## config.mk

```make
export PLATFORM = sky130hd
export DESIGN_NAME = snsi_cell
export DESIGN_NICKNAME = d
export VERILOG_FILES = /design/src/design/snsi_pkg.sv /design/src/design/snsi_cell.sv
export SDC_FILE = /design/constraint.sdc
export NUM_CORES = 1
export LEC_CHECK = 0
export BUFFER_PORTS_ARGS = -buffer_cell sky130_fd_sc_hd__clkbuf_2
export CORE_UTILIZATION = 37
export DETAILED_ROUTE_END_ITERATION = 10
export PLACE_DENSITY = 0.71
export SLEW_MARGIN = 40
export SYNTH_ARGS = -nofsm -noshare
export SYNTH_HDL_FRONTEND = slang
export SYNTH_SLANG_ARGS = --single-unit
```

## constraint.sdc

```tcl
create_clock -name clk -period 2.25 [get_ports clk]
set_input_delay 0.225 -clock clk [delete_from_list [all_inputs] [get_ports clk]]
set_output_delay 0.225 -clock clk [all_outputs]
set_load 0.1 [all_outputs]
```

## src/design/snsi_pkg.sv

```systemverilog
`timescale 1ns / 1ps
package snsi_pkg;

  localparam int SEQ_W          = 16;
  localparam int STATUS_W       = 2;
  localparam int FILL_W         = 7;
  localparam int LIST_DEPTH_DEF = 64;

  typedef enum logic [STATUS_W-1:0] {
    ST_INSERTED  = 2'd0,
    ST_DUPLICATE = 2'd1,
    ST_FULL      = 2'd2
  } status_t;

  // compare results of one cell against the incoming value
  typedef struct packed {
    logic eq;
    logic ent_prec;  // held entry comes before the value
    logic val_prec;  // value comes before the held entry
  } cell_flags_t;

  // serial-number order: x before y when y - x lies in 1..32767
  function automatic logic seq_precedes(input logic [SEQ_W-1:0] x,
                                        input logic [SEQ_W-1:0] y);
    logic [SEQ_W-1:0] d;
    d = y - x;
    return (d != '0) && !d[SEQ_W-1];
  endfunction

endpackage

```

## src/design/snsi_cell.sv

```systemverilog
`timescale 1ns / 1ps
module snsi_cell (
  input  logic                          clk,
  input  logic                          cap,
  input  logic                          upd,
  input  logic [snsi_pkg::SEQ_W-1:0]    val,
  input  logic                          valid,
  input  logic [snsi_pkg::SEQ_W-1:0]    left_entry,
  input  logic                          s_left,
  input  logic                          p_in,
  input  logic                          d_in,
  input  snsi_pkg::cell_flags_t         nxt_flags,
  input  logic                          nxt_valid,
  input  logic                          any_pair,
  input  logic                          front,
  output logic [snsi_pkg::SEQ_W-1:0]    entry,
  output snsi_pkg::cell_flags_t         flags,
  output logic                          s_out,
  output logic                          p_out,
  output logic                          d_out
);

  logic [snsi_pkg::SEQ_W-1:0] entry_r;
  snsi_pkg::cell_flags_t      flags_r;
  snsi_pkg::cell_flags_t      flags_nxt;
  logic                       pair;

  always_comb begin
    flags_nxt.eq       = (entry_r == val);
    flags_nxt.ent_prec = snsi_pkg::seq_precedes(entry_r, val);
    flags_nxt.val_prec = snsi_pkg::seq_precedes(val, entry_r);
  end

  // value fits between this entry and the next one
  assign pair  = valid && flags_r.ent_prec && nxt_valid && nxt_flags.val_prec;
  assign p_out = p_in | pair;
  assign d_out = d_in | (valid & flags_r.eq);

  // this cell sits at or above the insert position
  always_comb begin
    if (any_pair) begin
      s_out = p_in;
    end else if (front) begin
      s_out = 1'b1;
    end else begin
      s_out = !valid;
    end
  end

  always_ff @(posedge clk) begin
    if (cap) begin
      flags_r <= flags_nxt;
    end
    if (upd && s_out) begin
      entry_r <= s_left ? left_entry : val;
    end
  end

  assign entry = entry_r;
  assign flags = flags_r;

endmodule

```

* After elaboration in Yosys (flattened, before gate mapping)
Cells that the tools add are included.
** Operators by class
- $add $sub $neg :: 2
- Equal/unequal tests :: 1
- Muxes and demuxes :: 3
- Bitwise operators :: 3
- Reduce and logical (&&, ||, !) cells :: 11
** Operators by type and width (number)
- 16-bit nonzero test :: 2
- 16-bit subtractor :: 2
- 16-bit equality test :: 1
- 16-bit 2-to-1 mux :: 1
- 1-bit logical AND :: 6
- 1-bit zero test :: 3
- 1-bit 2-to-1 mux :: 2
- 1-bit OR :: 2
- 1-bit AND :: 1
** Storage, ports and cells
- Register bits after elaboration :: 19
- Input bits :: 45
- Output and inout bits :: 22
- Word-level logic and storage cells :: 24

* Depth between registers and ports, before layout
Gate-level depths: netlist (run 1).
- Depth in word-level cells :: 4
- Mapped depth :: 11
- Gate-level depth less buffers :: 11

* Worst setup path after synthesis (run 1)
No wires, ideal clock.
- Kind :: reg2reg
- Start point :: register entry_r (netlist bit entry[0])
- End point :: register flags_r (netlist bit flags[1]), data pin
- Setup time :: 265 ps
- Arrival :: 2898 ps
- Required time :: 1985 ps
- Slack :: -913 ps
- Stages on the path, launching flop included :: 10
- Buffers on the path :: 0
- Clock period less this slack :: 3163 ps
- Cell sequence :: edfxtp_1 -> ha_1 -> inv_1 -> fa_1 -> a21o_1 -> a21oi_2 -> mux2i_1 -> or4_1 -> nor4_1 -> a21oi_1
** RTL lines
- start: declaration :: RTL line snsi_cell.sv:23 : logic [snsi_pkg::SEQ_W-1:0] entry_r;
- start signal: assignment :: RTL line snsi_cell.sv:55 : entry_r <= s_left ? left_entry : val;
- end signal: assignment :: RTL line snsi_cell.sv:52 : flags_r <= flags_nxt;
- end: declaration :: RTL line snsi_cell.sv:24 : snsi_pkg::cell_flags_t flags_r;

==> impl_metrics.csv, run 1 <==
group,metric,value,unit
clock_tree,clkTransAtPathRegs,0.09,ns
timing,period_minus_slack,2.45,ns
logic_synthesis,synth.cell_area,2540,um^2
logic_synthesis,synth_edf_count,19,
logic_synthesis,synthArstFlopShare,0,%
logic_synthesis,yosys_warnings,0,
logic_synthesis,ys_types,57,
logic_synthesis,synth_seq_area_share,22.5,%
grt,grt_pass1_wl,12100,um
logic_synthesis,postSynthNetCount,394,
grt,grt_usage,21.2,%
final_layout,stdcell_count,543,
route,drtAntennaViolNets,0,
die,dieArea,7190,um^2
worst_setup_path,setup.worst_path.class,"reg -> reg",
logic_synthesis,synthTopCellsByArea,"edfxtp_1 22%, ha_1 15%, inv_1 5.9%",
timing,clock_skew,0.0109,ns
worst_hold_path,hp-class,"in -> reg",
logic_synthesis,netlist.area_leader.share,22.5,%
worst_setup_path,cp_slowest_cell,"edfxtp_1",
worst_setup_path,crit_path_end_kind,"flip-flop",
final_layout,diodes,0,
final_layout,layout-drive-gt1-share,43.8,%
route,drtPass1Iterations,8,
clock_tree,insertion_delay,0.27,ns
flow_run,drv_cap,0,
clock_tree,ctsLongestPathBuffers,2,
worst_setup_path,worstSetupStartpointType,"flip-flop",
route,via_per_inst,5.11,
logic_synthesis,yosys.area.top_type,"edfxtp_1",
route,vias,2774,
worst_setup_path,cp_max_fo,2,
worst_setup_path,required,2.26,ns
timing,report.final.hold_viol_count,0,
logic_synthesis,ys_ff_latch,19,
grt,grt_antenna_before_repair,0,
route,wl_per_cell,13.8,um
timing,setup_viol,2,
worst_setup_path,cp_num_buf_inv,0,
clock_tree,cts_root_buffer,"clkbuf_8",
logic_synthesis,postSynthCellCount,318,
place,dpl.cell_count,537,
die,die_y,84.8,um
final_layout,final_nets,543,
route,met1Wirelength,3600,um
place,place_congestion,0.928,
route,wirelength,7470,um
status,violations,"DRC, setup timing",
route,wl_met2,3500,um
grt,gr-total-overflow,0,
status,outcome,"complete, but fails checks",
place,io_buffers,64,
clock_tree,h-tree-depth,1,
die,pin_count,67,
timing,grt_setup_unrepaired,"yes",
worst_setup_path,max_stage_delay,0.41,ns
place,dpl.hpwl,6100,um
logic_synthesis,synth_area_per_cell,7.98,um^2
die,initial_core_util,39.1,%
timing,timing.final.ws_setup,-0.197,ns
clock_tree,cts.hold.buffers_added,0,
pwr,power_leakage,1.85,nW
timing,drv_slew,0,
clock_tree,clock_sinks,19,
worst_setup_path,crit_path_cell_trace,"ha_1 > a21oi_2 > o21ai_1 > a21o_1 > a221o_1 > xnor2_1 > nor4_2 > a21oi_1",
worst_setup_path,crit_arrival,2.45,ns
grt,grt_pass1_vias,2606,
pwr,p_per_area,578,nW/um^2
timing,fmax,409,MHz
route,met3_length,301,um
route,drt_iter0_drc,161,
logic_synthesis,synthFlopType,"edfxtp_1",
clock_tree,cts_tree,"yes",
die,fp-row-count,29,
timing,max_slew.worst_pin.slew,0.590,ns
clock_tree,cts_made_buffers,3,
worst_setup_path,cp_top_family,"compound AO/OA/AOI/OAI gates",
timing,fin_crit_sh,109,%
route,top_layer,"met4",
worst_setup_path,r2r_slack,-0.20,ns
final_layout,synthToLayoutAreaGrowth,48.5,%
timing,holdWs,0.210,ns
die,die_w,84.8,um
route,drc,7,
die,core_area,6490,um^2
pwr,vdd_drop_max,300,uV
grt,grt_max_degree,32,
timing,max_slew_margin,60.6,%
timing,finalSetupTns,-0.372,ns
## synth_stat cells (4+ instances only)
| library cell | number |
|---|---|
| xnor2_1 | 12 |
| a21o_1 | 8 |
| nand2_1 | 29 |
| buf_2 | 8 |
| a21oi_1 | 28 |
| edfxtp_1 | 19 |
| nor2_1 | 14 |
| o21a_1 | 5 |
| ha_1 | 30 |
| mux2_2 | 4 |
| xor2_1 | 5 |
| nor3_1 | 4 |
| nand3_1 | 7 |
| o21ai_0 | 25 |
| o21ai_1 | 8 |
| inv_1 | 40 |
| nor4_1 | 6 |
| nand4_1 | 6 |
## registers in the layout, summed over array words and instances, names as in the netlist
signal / count
entry: 16
flags: 3
## per-stage QoR
step	power (mW)	setup WS (ns)	utilization, %	instance area [um^2]
finish	2.18	-0.197	58.0	3770
detailed placement	1.84	-0.315	54.9	3570
global route	2.32	-0.327	58.0	3770
floorplan	1.37	-0.776	-	2550
CTS	2.14	-0.205	56.5	3670
global placement	1.84	-0.331	54.9	3570
## power breakdown
group / switching (mW) / total [mW] / internal [mW]
sequential: 0.0231 / 0.460 / 0.437
clock: 0.136 / 0.262 / 0.126
combinational: 0.873 / 1.46 / 0.583
total: 1.03 / 2.18 / 1.15
## placed cells by master, fill, tap and decap left out, types with 4 or more instances in the layout
cell type,n
ha_1,22
nand3_1,6
clkbuf_2,64
a21oi_2,7
edfxtp_1,19
nor4_2,4
mux2_2,4
xnor2_1,12
buf_4,95
xor2_1,5
nand2_1,29
o21ai_0,23
o21ai_1,9
o21a_1,5
nand4_1,6
inv_1,37
ha_2,5
inv_2,4
nor2_1,14
a21oi_1,23
a21o_1,8
## cell families after synthesis
logic type / share of synthesized area, %
mux: 3.16
buf+inv: 10.3
flops: 22.5
xor+xnor: 5.87
fa+ha+maj: 15.6
compound gates: 26.4
simple gates: 16.3
## repair_timing
action | 4_1_cts | 5_1_grt
endpoints found under the setup margin | 2 | 2
gates resized for setup | 11 | 18
pin swaps | 4 | 8
hold endpoints to repair | 0 | 0
setup buffers | 1 | 1
## path summary, 6_finish.rpt
check,endpoint,start,cells after the start
max,flags[1],entry[8],8
max reg2reg,flags[1],entry[8],8
min reg2reg,flags[2],entry[15],3
min,flags[0],cap,1
## area by class of cell
| type | count | area, um^2 |
|---|---|---|
| fill | 596 | 2730 |
| multi-input combinational | 242 | 1860 |
| timing repair buffer | 160 | 1040 |
| sequential | 19 | 571 |
| inverter | 41 | 154 |
| tap | 77 | 96.3 |
| clock buffer | 4 | 45.0 |
## layer usage
layer  track usage [%]  vias to the layer above
li1                  -                     1429
met1              28.0                     1262
met2              37.3                       75
met3              3.40                        8
met4              3.39                        0
met5                 0                        -
Note: power is estimated with default switching activity, not from simulation.
==> run 2: changes to the inputs <==
- CORE_UTILIZATION: 37 -> 40
- PLACE_DENSITY: 0.71 -> 0.75
==> run 2 against run 1 <==
Utilization rose by 3.2 points; the run ends with setup timing left; via count rose by 2.0%; setup slack got worse by 0.082 ns; first-iteration DRC count fell by 21%; power fell by 0.62%; non-clock buffer count fell by 1.
==> impl_metrics.csv, run 2 (synthesis results as in run 1) <==
group,metric,value,unit
timing,max_slew_margin,61.4,%
die,core_area,6030,um^2
final_layout,stdcell_count,540,
route,drtPass1Iterations,4,
worst_setup_path,crit_path_end_kind,"flip-flop",
place,dpl.hpwl,6410,um
pwr,finalPower,2.16,mW
die,pin_count,67,
final_layout,mostFrequentLayoutCell,"buf_4",
worst_setup_path,cpMostUsedCell,"a21oi_2",
worst_hold_path,hold_depth,1,
final_layout,final_nets,542,
grt,grt_antenna_before_repair,0,
clock_tree,cts_made_buffers,3,
final_layout,largest_reg_flops,16,
route,via_per_inst,5.24,
worst_setup_path,crit_arrival,2.54,ns
worst_hold_path,hp-class,"in -> reg",
final_layout,most-common-layout-cells,"95 x buf_4, 64 x clkbuf_2, 37 x inv_1, 29 x nand2_1, 25 x o21ai_0",
grt,grt_pass1_vias,2612,
worst_hold_path,holdCritStartpoint,"cap",
timing,holdWs,0.193,ns
grt,grt_max_degree,32,
timing,timing.final.ws_setup,-0.279,ns
place,place_congestion,0.931,
final_layout,synthToLayoutAreaGrowth,45.4,%
worst_setup_path,cp_slowest_cell,"or4_1",
worst_setup_path,cp_max_fo,3,
timing,max_slew.worst_pin.slew,0.579,ns
timing,setup_viol,2,
worst_setup_path,r2r-start,"entry[0]",
timing,fmax,395,MHz
clock_tree,cts_root_buffer,"clkbuf_8",
worst_setup_path,worstSetupStartpointType,"flip-flop",
clock_tree,cts.hold.buffers_added,0,
timing,period_minus_slack,2.53,ns
route,wl_per_cell,14.7,um
die,initial_core_util,42.1,%
route,wirelength,7940,um
worst_setup_path,r2r_slack,-0.28,ns
clock_tree,clkTransAtPathRegs,0.09,ns
worst_setup_path,required,2.26,ns
worst_hold_path,min_to,"flags[1]",
worst_setup_path,max_stage_delay,0.42,ns
pwr,vdd_drop_max,363,uV
pwr,power_leakage,1.84,nW
flow_run,drv_cap,0,
route,vias,2830,
die,die_y,81.6,um
grt,grt_usage,24.0,%
route,drtAntennaViolNets,0,
timing,fin_crit_sh,112,%
worst_setup_path,cp_top_family,"compound AO/OA/AOI/OAI gates",
timing,drv_slew,0,
final_layout,diodes,0,
status,outcome,"complete, but fails checks",
worst_setup_path,setup.worst_path.class,"reg -> reg",
place,place_area,3560,um^2
grt,gr-total-overflow,0,
status,violations,"setup timing",
clock_tree,insertion_delay,0.27,ns
worst_setup_path,crit_path_cell_trace,"ha_2 > inv_2 > fa_2 > a21oi_2 > o21ai_1 > a21oi_2 > xnor2_1 > or4_1 > nor4_1 > a21oi_1",
die,die_w,81.6,um
clock_tree,clock_sinks,19,
worst_setup_path,reg2reg_depth,10,
worst_setup_path,cp_num_buf_inv,1,
place,io_buffers,64,
final_layout,layout-drive-gt1-share,41.9,%
timing,report.final.hold_viol_count,0,
clock_tree,ctsLongestPathBuffers,2,
grt,grt_pass1_wl,12200,um
timing,grt_setup_unrepaired,"yes",
route,drc,0,
timing,clock_skew,0.00360,ns
die,dieArea,6670,um^2
route,drt_iter0_drc,127,
clock_tree,cts_tree,"yes",
clock_tree,h-tree-depth,1,
final_layout,nFillCells,588,
worst_setup_path,r2r-end,"flags[1]",
place,dpl.cell_count,534,
final_layout,design_area,3690,um^2
die,fp-row-count,28,
pwr,p_per_area,587,nW/um^2
## run 2: worst register-to-register path: cells and delay by family (launching register included)
kind | cells | cell delay (ns)
AO/OA/AOI/OAI | 4 | 0.62
AND/OR/NAND/NOR | 2 | 0.61
adder cells (fa/ha/maj) | 2 | 0.57
flip-flops | 1 | 0.37
XOR/XNOR | 1 | 0.07
buffers and inverters | 1 | 0.04
## run 2: worst max-delay path by stage
| stage | start | to | slack [ns] | cells after the start |
|---|---|---|---|---|
| 3_3_place_gp | entry[0] | flags[1] | -0.30 | 9 |
| 5_1_grt | entry[0] | flags[0] | -0.38 | 10 |
| 2_1_floorplan | entry[0] | flags[1] | -0.78 | 9 |
| 6_report | entry[0] | flags[1] | -0.28 | 10 |
| 4_1_cts | entry[0] | flags[1] | -0.28 | 9 |
| 3_5_place_dp | entry[0] | flags[1] | -0.29 | 9 |
## run 2: area by class of cell
type	instances	area, um^2	area share, %
Multi-Input combinational cell	242	1790	48.6
Timing Repair Buffer	159	1030	28.0
Sequential cell	19	571	15.5
Inverter	41	154	4.17
Tap cell	75	93.8	2.54
Clock buffer	4	45.0	1.22
## run 2: metrics by stage
step / setup TNS [ns] / utilization, % / setup slack [ns]
final: -0.499 / 61.2 / -0.279
after global placement: -0.488 / 59.1 / -0.303
after detailed placement: -0.507 / 59.1 / -0.286
after floorplan: -1.47 / - / -0.776
after CTS: -0.509 / 60.2 / -0.285
after global routing: -0.701 / 61.2 / -0.379
## run 2: power by group
group / switching (mW) / internal [mW] / total (mW)
Clock: 0.144 / 0.127 / 0.270
Sequential: 0.0206 / 0.437 / 0.458
Combinational: 0.867 / 0.570 / 1.44
Total: 1.03 / 1.13 / 2.16
## run 2: what timing repair did
item                       4_1_cts  5_1_grt
gates resized for setup          2       15
buffers inserted                 2        0
setup endpoints to repair        2        2
pin swaps                        4        2
## run 2: per-layer routing
| metal | vias to the layer above | global-route usage, % | wire length (um) |
|---|---|---|---|
| li1 | 1426 | - | - |
| met1 | 1291 | 31.2 | 3480 |
| met2 | 97 | 42.1 | 3850 |
| met3 | 16 | 2.33 | 417 |
| met4 | 0 | 6.84 | 194 |
| met5 | - | 0 | 0 |
